File: src/rtl/rsd_pkg.sv
// Package for the ruler span and diagonal block.
// Field widths, screen extents, register indexes, sequencer states and the clamp.
// No dependencies.
package rsd_pkg;

    localparam int unsigned COORD_W = 10;
    localparam int unsigned STEP_W  = 7;
    localparam int unsigned SPAN_W  = 10;
    localparam int unsigned DIAG_W  = 11;
    localparam int unsigned NUM_W   = 11;
    localparam int unsigned SQ_W    = 21;
    localparam int unsigned CNT_W   = 4;
    localparam int unsigned IDX_W   = 2;
    localparam int unsigned LIM_W   = 13;

    localparam int unsigned X_EXTENT = 800;
    localparam int unsigned Y_EXTENT = 1024;

    localparam logic [LIM_W-1:0] X_LIM = LIM_W'(X_EXTENT - 1);
    localparam logic [LIM_W-1:0] Y_LIM = LIM_W'(Y_EXTENT - 1);

    localparam logic [IDX_W-1:0] CFG_X_STEP = IDX_W'(0);
    localparam logic [IDX_W-1:0] CFG_Y_STEP = IDX_W'(1);

    localparam logic [CNT_W-1:0] DIV_LAST  = CNT_W'(NUM_W - 1);
    localparam logic [CNT_W-1:0] MUL_LAST  = CNT_W'(SPAN_W - 1);
    localparam logic [CNT_W-1:0] ROOT_LAST = CNT_W'(DIAG_W - 1);

    typedef enum logic [2:0] {
        ST_IDLE,
        ST_DIV,
        ST_MUL,
        ST_ROOT,
        ST_DONE
    } state_t;

    function automatic logic [COORD_W-1:0] clamp_coord(
        input logic [COORD_W-1:0] v,
        input logic [LIM_W-1:0]   lim
    );
        logic [COORD_W-1:0] c;
        c = v;
        if ({{(LIM_W-COORD_W){1'b0}}, v} > lim)
        begin
            c = lim[COORD_W-1:0];
        end
        return c;
    endfunction

endpackage

File: src/rtl/ruler_span_and_diagonal.sv
// Ruler span and diagonal: spans in steps (ceiling divide) and floor sqrt diagonal.
// Bit-serial divide, shift-add square sum and two-bits-a-cycle square root.
// Depends on rsd_pkg.
//
//  channel | handshake                | payload
//  --------+--------------------------+-----------------------------------------
//  s_      | s_tvalid / s_tready      | s_tdata: down_x, down_y, up_x, up_y
//  m_      | m_tvalid / m_tready      | m_tdata: span_x, span_y, diagonal
//  cfg_    | cfg_valid / cfg_ready    | cfg_index, cfg_data (x_step, y_step)
//
// One word passes from accept to result through 11 divide steps (both spans at
// once), 10 multiply steps and 11 root steps, then the output register is loaded.
// Sequencer takes one word at a time; s_tready is high only while idle.
// The output register holds a finished word so the next one can be accepted
// while m_tready is low; the sequencer waits in ST_DONE only if both are full.
// rst_n clears control state and sets both steps to 1; cfg_ready is always high.
module ruler_span_and_diagonal (
    input  logic        clk,
    input  logic        rst_n,
    input  logic        s_tvalid,
    output logic        s_tready,
    input  logic [39:0] s_tdata,   // down_x[9:0], down_y[19:10], up_x[29:20], up_y[39:30]
    output logic        m_tvalid,
    input  logic        m_tready,
    output logic [31:0] m_tdata,   // span_x[9:0], span_y[19:10], diagonal[30:20], zero[31]
    input  logic        cfg_valid,
    output logic        cfg_ready,
    input  logic [1:0]  cfg_index,
    input  logic [6:0]  cfg_data
);
    import rsd_pkg::*;

    state_t state_reg, state_next;
    logic [CNT_W-1:0] cnt_reg, cnt_next;
    logic [STEP_W-1:0] x_step_reg, y_step_reg;
    logic [STEP_W-1:0] x_step_eff, y_step_eff;

    logic [NUM_W-1:0]  num_x_reg, num_y_reg;
    logic [STEP_W-1:0] rem_x_reg, rem_y_reg;
    logic [SQ_W-1:0]   acc_reg;
    logic [SQ_W:0]     rad_reg;
    logic [11:0]       rrem_reg;
    logic [DIAG_W-1:0] root_reg;

    logic              out_valid_reg;
    logic [SPAN_W-1:0] span_x_reg, span_y_reg;
    logic [DIAG_W-1:0] diag_reg;

    logic in_accept;
    logic out_load;
    logic cnt_zero;

    // front end
    logic [COORD_W-1:0] dx, dy, ux, uy, diff_x, diff_y;
    logic [NUM_W-1:0]   num_x_init, num_y_init;

    // divide step
    logic [STEP_W:0]   sh_x, sh_y;
    logic              q_x, q_y;
    logic [STEP_W-1:0] rem_x_next, rem_y_next;

    // multiply step
    logic [SPAN_W-1:0] sx, sy;
    logic [SQ_W-1:0]   acc_next;

    // root step
    logic [13:0]       rr_sh, rr_trial;
    logic              r_bit;
    logic [13:0]       rr_diff;

    assign x_step_eff = (x_step_reg == '0) ? STEP_W'(1) : x_step_reg;
    assign y_step_eff = (y_step_reg == '0) ? STEP_W'(1) : y_step_reg;
    assign cnt_zero   = (cnt_reg == '0);
    assign in_accept  = s_tvalid && s_tready;
    assign cfg_ready  = 1'b1;

    always_ff @(posedge clk or negedge rst_n)
    begin
        if (!rst_n)
        begin
            x_step_reg <= STEP_W'(1);
            y_step_reg <= STEP_W'(1);
        end
        else if (cfg_valid && cfg_ready)
        begin
            if (cfg_index == CFG_X_STEP)
            begin
                x_step_reg <= cfg_data;
            end
            else if (cfg_index == CFG_Y_STEP)
            begin
                y_step_reg <= cfg_data;
            end
        end
    end

    // sequencer
    always_comb
    begin
        state_next = state_reg;
        unique case (state_reg)
            ST_IDLE:
            begin
                if (s_tvalid)
                begin
                    state_next = ST_DIV;
                end
            end
            ST_DIV:
            begin
                if (cnt_zero)
                begin
                    state_next = ST_MUL;
                end
            end
            ST_MUL:
            begin
                if (cnt_zero)
                begin
                    state_next = ST_ROOT;
                end
            end
            ST_ROOT:
            begin
                if (cnt_zero)
                begin
                    state_next = ST_DONE;
                end
            end
            ST_DONE:
            begin
                if (!out_valid_reg || m_tready)
                begin
                    state_next = ST_IDLE;
                end
            end
            default:
            begin
                state_next = ST_IDLE;
            end
        endcase
    end

    always_comb
    begin
        s_tready = (state_reg == ST_IDLE);
        out_load = (state_reg == ST_DONE) && (!out_valid_reg || m_tready);
    end

    always_comb
    begin
        cnt_next = cnt_reg - CNT_W'(1);
        priority if (in_accept)
        begin
            cnt_next = DIV_LAST;
        end
        else if (state_reg == ST_DIV && cnt_zero)
        begin
            cnt_next = MUL_LAST;
        end
        else if (state_reg == ST_MUL && cnt_zero)
        begin
            cnt_next = ROOT_LAST;
        end
        else if (state_reg == ST_IDLE || state_reg == ST_DONE || cnt_zero)
        begin
            cnt_next = '0;
        end
    end

    always_ff @(posedge clk or negedge rst_n)
    begin
        if (!rst_n)
        begin
            state_reg     <= ST_IDLE;
            cnt_reg       <= '0;
            out_valid_reg <= 1'b0;
        end
        else
        begin
            state_reg <= state_next;
            cnt_reg   <= cnt_next;
            if (out_load)
            begin
                out_valid_reg <= 1'b1;
            end
            else if (m_tready)
            begin
                out_valid_reg <= 1'b0;
            end
        end
    end

    // front end: clamp, distance, numerator for the rounded-up quotient
    always_comb
    begin
        dx = clamp_coord(s_tdata[9:0],   X_LIM);
        dy = clamp_coord(s_tdata[19:10], Y_LIM);
        ux = clamp_coord(s_tdata[29:20], X_LIM);
        uy = clamp_coord(s_tdata[39:30], Y_LIM);
        diff_x = (dx > ux) ? (dx - ux) : (ux - dx);
        diff_y = (dy > uy) ? (dy - uy) : (uy - dy);
        num_x_init = {1'b0, diff_x} + {{(NUM_W-STEP_W){1'b0}}, x_step_eff} - NUM_W'(1);
        num_y_init = {1'b0, diff_y} + {{(NUM_W-STEP_W){1'b0}}, y_step_eff} - NUM_W'(1);
    end

    // restoring divide, one quotient bit a cycle
    always_comb
    begin
        sh_x = {rem_x_reg, num_x_reg[NUM_W-1]};
        sh_y = {rem_y_reg, num_y_reg[NUM_W-1]};
        q_x  = (sh_x >= {1'b0, x_step_eff});
        q_y  = (sh_y >= {1'b0, y_step_eff});
        rem_x_next = q_x ? STEP_W'(sh_x - {1'b0, x_step_eff}) : sh_x[STEP_W-1:0];
        rem_y_next = q_y ? STEP_W'(sh_y - {1'b0, y_step_eff}) : sh_y[STEP_W-1:0];
    end

    // shift-add square sum, multiplier bits msb first
    always_comb
    begin
        sx = num_x_reg[SPAN_W-1:0];
        sy = num_y_reg[SPAN_W-1:0];
        acc_next = {acc_reg[SQ_W-2:0], 1'b0}
                 + (sx[cnt_reg] ? {{(SQ_W-SPAN_W){1'b0}}, sx} : '0)
                 + (sy[cnt_reg] ? {{(SQ_W-SPAN_W){1'b0}}, sy} : '0);
    end

    // restoring square root, two radicand bits a cycle
    always_comb
    begin
        rr_sh    = {rrem_reg, rad_reg[SQ_W:SQ_W-1]};
        rr_trial = {1'b0, root_reg, 2'b01};
        r_bit    = (rr_sh >= rr_trial);
        rr_diff  = rr_sh - rr_trial;
    end

    always_ff @(posedge clk)
    begin
        if (in_accept)
        begin
            num_x_reg <= num_x_init;
            num_y_reg <= num_y_init;
            rem_x_reg <= '0;
            rem_y_reg <= '0;
        end
        else if (state_reg == ST_DIV)
        begin
            num_x_reg <= {num_x_reg[NUM_W-2:0], q_x};
            num_y_reg <= {num_y_reg[NUM_W-2:0], q_y};
            rem_x_reg <= rem_x_next;
            rem_y_reg <= rem_y_next;
        end

        if (state_reg == ST_DIV)
        begin
            acc_reg <= '0;
        end
        else if (state_reg == ST_MUL)
        begin
            acc_reg <= acc_next;
        end

        if (state_reg == ST_MUL)
        begin
            rad_reg  <= {1'b0, acc_next};
            rrem_reg <= '0;
            root_reg <= '0;
        end
        else if (state_reg == ST_ROOT)
        begin
            rad_reg  <= {rad_reg[SQ_W-2:0], 2'b00};
            rrem_reg <= r_bit ? rr_diff[11:0] : rr_sh[11:0];
            root_reg <= {root_reg[DIAG_W-2:0], r_bit};
        end

        if (out_load)
        begin
            span_x_reg <= num_x_reg[SPAN_W-1:0];
            span_y_reg <= num_y_reg[SPAN_W-1:0];
            diag_reg   <= root_reg;
        end
    end

    assign m_tvalid = out_valid_reg;
    assign m_tdata  = {1'b0, diag_reg, span_y_reg, span_x_reg};

    a_no_overwrite: assert property (@(posedge clk) disable iff (!rst_n)
        out_load |-> (!m_tvalid || m_tready))
        else $error("output word overwritten while pending");

    a_accept_starts_div: assert property (@(posedge clk) disable iff (!rst_n)
        (s_tvalid && s_tready) |=> (state_reg == ST_DIV && cnt_reg == DIV_LAST))
        else $error("accepted word did not start the divide");

    a_valid_from_done: assert property (@(posedge clk) disable iff (!rst_n)
        $rose(m_tvalid) |-> $past(state_reg == ST_DONE))
        else $error("result shown without finishing the root");

endmodule
File: config.mk
export PLATFORM = sky130hd
export DESIGN_NAME = ruler_span_and_diagonal
export DESIGN_NICKNAME = d
export VERILOG_FILES = /design/src/rtl/rsd_pkg.sv /design/src/rtl/ruler_span_and_diagonal.sv
export SDC_FILE = /design/constraint.sdc
export NUM_CORES = 1
export LEC_CHECK = 0
export BUFFER_PORTS_ARGS = -buffer_cell sky130_fd_sc_hd__buf_4
export CAP_MARGIN = 30
export CORE_MARGIN = 8
export CORE_UTILIZATION = 45
export DETAILED_ROUTE_END_ITERATION = 8
export PLACE_DENSITY = 0.66
export SKIP_CTS_REPAIR_TIMING = 1
export SYNTH_ARGS = -nofsm -noshare
export SYNTH_HDL_FRONTEND = slang
export SYNTH_SLANG_ARGS = --single-unit
File: constraint.sdc
create_clock -name clk -period 12.6 [get_ports clk]
set_input_delay 0 -clock clk [delete_from_list [all_inputs] [get_ports clk]]
set_output_delay 0 -clock clk [all_outputs]
set_load 0.02 [all_outputs]
Word level (Yosys, flattened, before mapping)

Index checks and enable logic that the tools add are counted.

Flip-flop bits (word level): 154
Input bits: 54

$add $sub $neg: 14
Magnitude comparators: 8
Equality and inequality tests: 10
Multiplexer cells: 33
Bitwise logic cells: 1
Reduce and logical (&&, ||, !) cells: 19

Operators with widths:

| cell                    | number |
|---|---|
| $mux W10                | 6 |
| $mux W11                | 4 |
| $add A21 B10 Y21        | 2 |
| $mux W21                | 2 |
| $sub A10 B10 Y10        | 4 |
| $mux W7                 | 4 |
| $add A10 B7 Y11         | 2 |
| $sub A11 B1 Y11 const B | 2 |
| $gt A10 B10 Y1          | 2 |
| $gt A10 B10 Y1 const B  | 2 |
| $ge A8 B7 Y1            | 2 |
| $mux W4                 | 4 |
| $mux W3                 | 5 |
| $pmux W3 S5             | 1 |
| $ge A14 B13 Y1          | 1 |
| $logic_not A7 Y1        | 2 |
| $sub A7 B7 Y7           | 2 |
| $mux W12                | 1 |
| $sub A12 B12 Y12        | 1 |
| $ne A2 B2 Y1 const B    | 5 |
| $bmux W1 S4             | 2 |
| $eq A3 B2 Y1 const B    | 2 |
| $reduce_bool A2 Y1      | 3 |
| $lt A4 B5 Y1 const B    | 1 |
| other kinds (15)        | 23 |

Logic depth before layout (Yosys ltp)

Word-level depth: 7
Mapped depth: 26

Least setup slack after synthesis

No wires, ideal clock.

Path type: input port to flip-flop
Start: input port s_tdata[9]
End: register num_x_reg[9], data pin
Arrival: 4285 ps
Data required time: 12330 ps
Setup slack: 8046 ps
Stages: 25
Buffers on the path: 2
Cells stage by stage: nand2_1 -> or2_2 -> nand2b_1 -> inv_1 -> ha_1 -> fa_1 -> and2b_1 -> o31a_1 -> o21bai_1 -> a211o_1 -> buf_4 -> buf_4 -> mux2_2 -> ha_1 -> inv_1 -> ha_1 -> fa_1 -> a21o_1 -> a21oi_1 -> o21bai_1 -> a21oi_1 -> o21bai_1 -> a21oi_1 -> xor2_1 -> o21ai_0

Word-level cells in the longest chain between the ends: 7
Elaborated cells on any way between the ends: 9

Ends and longest elaborated chain:

| element                                                   | RTL line                       | source |
|---|---|---|
| from (decl)                                               | ruler_span_and_diagonal.sv:22  | `input logic [39:0] s_tdata,` |
| $gt A10 B10 Y1                                            | rsd_pkg.sv:43                  | `if ({{(LIM_W-COORD_W){1'b0}}, v} > lim)` |
| $mux W10 *                                                | rsd_pkg.sv:43                  |  |
| $sub A10 B10 Y10 / $gt A10 B10 Y1 (equally long branches) | ruler_span_and_diagonal.sv:201 | `diff_x = (dx > ux) ? (dx - ux) : (ux - dx);` |
| $mux W10 *                                                | ruler_span_and_diagonal.sv:201 |  |
| $add A10 B7 Y11 *                                         | ruler_span_and_diagonal.sv:203 | `num_x_init = {1'b0, diff_x} + {{(NUM_W-STEP_W){1'b0}}, x_step_eff} - NUM_W'(1);` |
| $sub A11 B1 Y11 *                                         | ruler_span_and_diagonal.sv:203 |  |
| $mux W11 *                                                | ruler_span_and_diagonal.sv:239 | `if (in_accept)` |
| to (signal assigned)                                      | ruler_span_and_diagonal.sv:241 | `num_x_reg <= num_x_init;` |
| to (signal assigned)                                      | ruler_span_and_diagonal.sv:248 | `num_x_reg <= {num_x_reg[NUM_W-2:0], q_x};` |
| to (decl)                                                 | ruler_span_and_diagonal.sv:38  | `logic [NUM_W-1:0] num_x_reg, num_y_reg;` |

Mark *: on every way between the ends. The rest lies on a longest branch, timed or not.
A chain may end at the register's enable or synchronous reset.

Worst setup path after layout

Start: register cnt_reg[0]
End: register rad_reg[11], data pin

Word-level cells in the longest chain between the ends: 6
Elaborated cells on any way between the ends: 9

Ends and longest elaborated chain:

| element                       | RTL line                       | source |
|---|---|---|
| from (decl)                   | ruler_span_and_diagonal.sv:34  | `logic [CNT_W-1:0] cnt_reg, cnt_next;` |
| from (signal assigned)        | ruler_span_and_diagonal.sv:182 | `cnt_reg <= cnt_next;` |
| $bmux W1 S4                   | ruler_span_and_diagonal.sv:224 | `+ (sx[cnt_reg] ? {{(SQ_W-SPAN_W){1'b0}}, sx} : '0)` |
| $mux W1 (not written as such) | ruler_span_and_diagonal.sv:224 |  |
| $mux W10                      | ruler_span_and_diagonal.sv:224 |  |
| $add A21 B10 Y21              | ruler_span_and_diagonal.sv:224 |  |
| $add A21 B10 Y21 *            | ruler_span_and_diagonal.sv:225 | `+ (sy[cnt_reg] ? {{(SQ_W-SPAN_W){1'b0}}, sy} : '0);` |
| $mux W21 *                    | ruler_span_and_diagonal.sv:263 | `if (state_reg == ST_MUL)` |
| to (signal assigned)          | ruler_span_and_diagonal.sv:265 | `rad_reg <= {1'b0, acc_next};` |
| to (signal assigned)          | ruler_span_and_diagonal.sv:271 | `rad_reg <= {rad_reg[SQ_W-2:0], 2'b00};` |
| to (decl)                     | ruler_span_and_diagonal.sv:41  | `logic [SQ_W:0] rad_reg;` |

Mark *: on every way between the ends. The rest lies on a longest branch, timed or not. The select of a mux whose other input is x is not followed.

==> flow_summary.yaml <==
grt:
  grt_util_all_layers_pct: 16.5
  grt_pass1_vias: 8037
  grt_pass1_wl_um: 39100
  antenna_found_initial: 0
  grt_max_degree: 58
  grt.overflow.total: 0
cts:
  path_clk_slew_ns: 0.07
  cts_tree: "built"
  ctsLongestPathBuffers: 2
  cts_sinks: 154
  htreeDepth: 4
  cts_buffers: 17
  clk_latency_ns: 0.43
  clock-root-buffer: "clkbuf_16"
final_layout:
  nets: 1411
  fin_util_pct: 52.5
  largest_register_ffs: 22
  area_growth_pct: 14.9
  antenna_cells: 0
  fillCellCount: 2110
  drive_above_1_share_pct: 12.8
route:
  wl_per_cell_um: 14.8
  via_per_inst: 5.20
  drc_errors: 0
  wl_um: 23200
  vias: 8130
  drtIter0Drc: 505
  drtAntennaViolNets: 0
  dr.pass1.iters: 5
floorplanning:
  dieArea_um2: 28900
  start_util_pct: 45.7
  io_pins: 89
  fp.dieH_um: 170
  die_w_um: 170
  num_rows: 56
  coreArea_um2: 23300
logic_synthesis:
  ys_seq_area_share_pct: 36.9
  synth-seq-cells: 154
  synth_edf_count: 74
  synthFlopType: "edfxtp_1"
  synth_top_cells_by_area: "edfxtp_1, ha_1, dfxtp_1"
  netlist_area_um2: 10700
  yosys.area.top_type: "edfxtp_1"
  netlist-cell-type-count: 62
  syn-num-nets: 1329
  ys_warn_count: 0
  async_reset_ff_share_pct: 14.3
  synth_top_area_share_pct: 20.9
  postSynthAreaPerCell_um2: 9.28
  synth_cells: 1148
sta:
  fin_skew_ns: 0.0129
  hold_viol_final: 0
  worst_pin_slew_ns: 0.923
  rsz0062_at_grt: "no"
  fin_setup_tns_ns: 0
  slew_headroom_pct: 38.3
  drv_slew: 0
  final.period_utilization_pct: 38.4
  setup_viol: 0
  fin_crit_ns: 4.84
  fmax_mhz: 207
critical_path:
  r2r-end: "rad_reg[11]"
  r2r-start: "cnt_reg[0]"
  path_max_fanout: 10
  slowest_stage: "dfrtp_1"
  cpPeakStageDelay_ns: 0.59
  crit_path_start_kind: "register"
  rrSetupSlack_ns: 7.76
  cp.required_ns: 12.78
  cp_data_arrival_time_ns: 5.02
  path_cells: "mux4_2 -> mux2i_1 -> o22ai_1 -> and2_1 -> fa_1 -> ha_1 -> inv_1 -> fa_1 -> nor2b_1 -> o21ai_0 -> a21boi_0 -> o21ai_0 -> a211oi_1 -> nor2_1 -> xnor2_1 -> mux2_2"
  critPathCaptureType: "register"
  critPathKind: "register to register"
  crit_family: "compound AO/OA/AOI/OAI gates"
  cp.buffers_inverters: 1
  rr_worst_depth: 16
pwr:
  powerDensity_nw_per_um2: 245
  vdd_drop_max_v: 0.000117
  p_leak_nw: 5.66
placed_design:
  place_congestion: 0.884
  io_buffers: 86
  hpwlAfterDp_um: 17700
min_path:
  hold_class: "input pin to async pin"
outcome:
  status: "finished, final reports clean"
run:
  cap_violations: 0
## power by group
part | internal [W] | switching, W | leakage, nW | total (W)
sequential | 0.000755 | 0.000147 | 1.44 | 0.000902
combinational | 0.000714 | 0.000885 | 3.93 | 0.00160
clock | 0.000293 | 0.000210 | 0.280 | 0.000503
## worst register-to-register path, delay by kind of cell (launching register included)
kind	cells	cell delay, ns
flops	1	0.59
xor+xnor	1	0.17
buf+inv	1	0.06
fa+ha+maj	3	1.07
mux	3	0.96
simple gates	3	0.46
compound gates	5	1.28
## synthesized netlist by cell type (26+ instances only)
master and instances:
ha_1 109, clkbuf_1 27, o21ai_0 111, and2_1 26, mux2i_1 42, nand2_1 117
nor2_1 47, a21oi_1 48, edfxtp_1 74, nand3_1 36, dfxtp_1 58, a21o_1 31
xnor2_1 34, inv_1 132, xor2_1 32
## final cells by class
cell class | instances | area, µm² | area share [%]
Clock buffer | 18 | 429 | 3.50
Inverter | 132 | 495 | 4.05
Tap cell | 319 | 399 | 3.26
Clock inverter | 14 | 145 | 1.19
Multi-Input combinational cell | 821 | 6030 | 49.2
Sequential cell | 154 | 3940 | 32.1
Timing Repair Buffer | 104 | 813 | 6.64
## through the flow
stage | std cells | setup WS (ns) | area (µm²) | total power (W) | hold WS, ns
final | 1562 | 7.76 | 12200 | 0.00300 | 0.00714
after global routing | 1562 | 7.36 | 12200 | 0.00329 | 0.0186
after detailed placement | 1520 | 7.64 | 11600 | 0.00250 | -0.0835
after CTS | 1552 | 7.76 | 12100 | 0.00302 | -0.539
after floorplan | 1148 | 8.05 | 10700 | 0.00214 | -0.296
after global placement | 1519 | 7.74 | 11600 | 0.00247 | -0.0858
## placed cells by master (no fill, tap or decap), types with 10 or more instances in the layout
cell type / synthesis / layout
inv_1: 132 / 132
nand2_1: 117 / 116
o21ai_0: 111 / 111
ha_1: 109 / 109
buf_4: 6 / 93
edfxtp_1: 74 / 74
dfxtp_1: 58 / 58
a21oi_1: 48 / 48
nor2_1: 47 / 47
mux2i_1: 42 / 42
nand3_1: 36 / 36
xnor2_1: 34 / 34
xor2_1: 32 / 32
a21o_1: 31 / 31
and2_1: 26 / 26
dfrtp_1: 20 / 20
mux2_2: 18 / 18
fa_1: 18 / 18
nand2b_1: 17 / 17
clkbuf_16: 0 / 17
nor3_1: 14 / 14
nor2b_1: 11 / 11
dlygate4sd3_1: 0 / 10
## logic make-up after synthesis
logic type                 synth area share, %
AOI/OAI and AO/OA                         14.7
xor gates and xnor gates                  5.42
adders and majority gates                 16.2
buffers and inverters                     6.52
DFF                                       36.9
muxes                                     6.69
other                                   0.0705
and+or+nand+nor                           13.5
## worst max path at each step
| stage | startpoint | to | slack (ns) | cells past startpoint |
|---|---|---|---|---|
| floorplan | s_tdata[9] | num_x_reg[9] | 8.05 | 25 |
| global placement | s_tdata[8] | num_x_reg[9] | 7.74 | 24 |
| detailed placement | s_tdata[8] | num_x_reg[9] | 7.64 | 24 |
| CTS | cnt_reg[0] | rad_reg[17] | 7.76 | 16 |
| global route | cnt_reg[0] | rad_reg[17] | 7.36 | 16 |
| finish | cnt_reg[0] | rad_reg[11] | 7.76 | 16 |
## routing by layer
layer / part of all wire (%) / track usage (%) / vias to the layer above
li1: - / - / 4120
met1: 47 / 21.3 / 3855
met2: 48 / 28.2 / 140
met3: 4.2 / 3.43 / 15
met4: 0.84 / 3.19 / 0
met5: 0 / 0 / -
(Power assumes the default switching activity.)
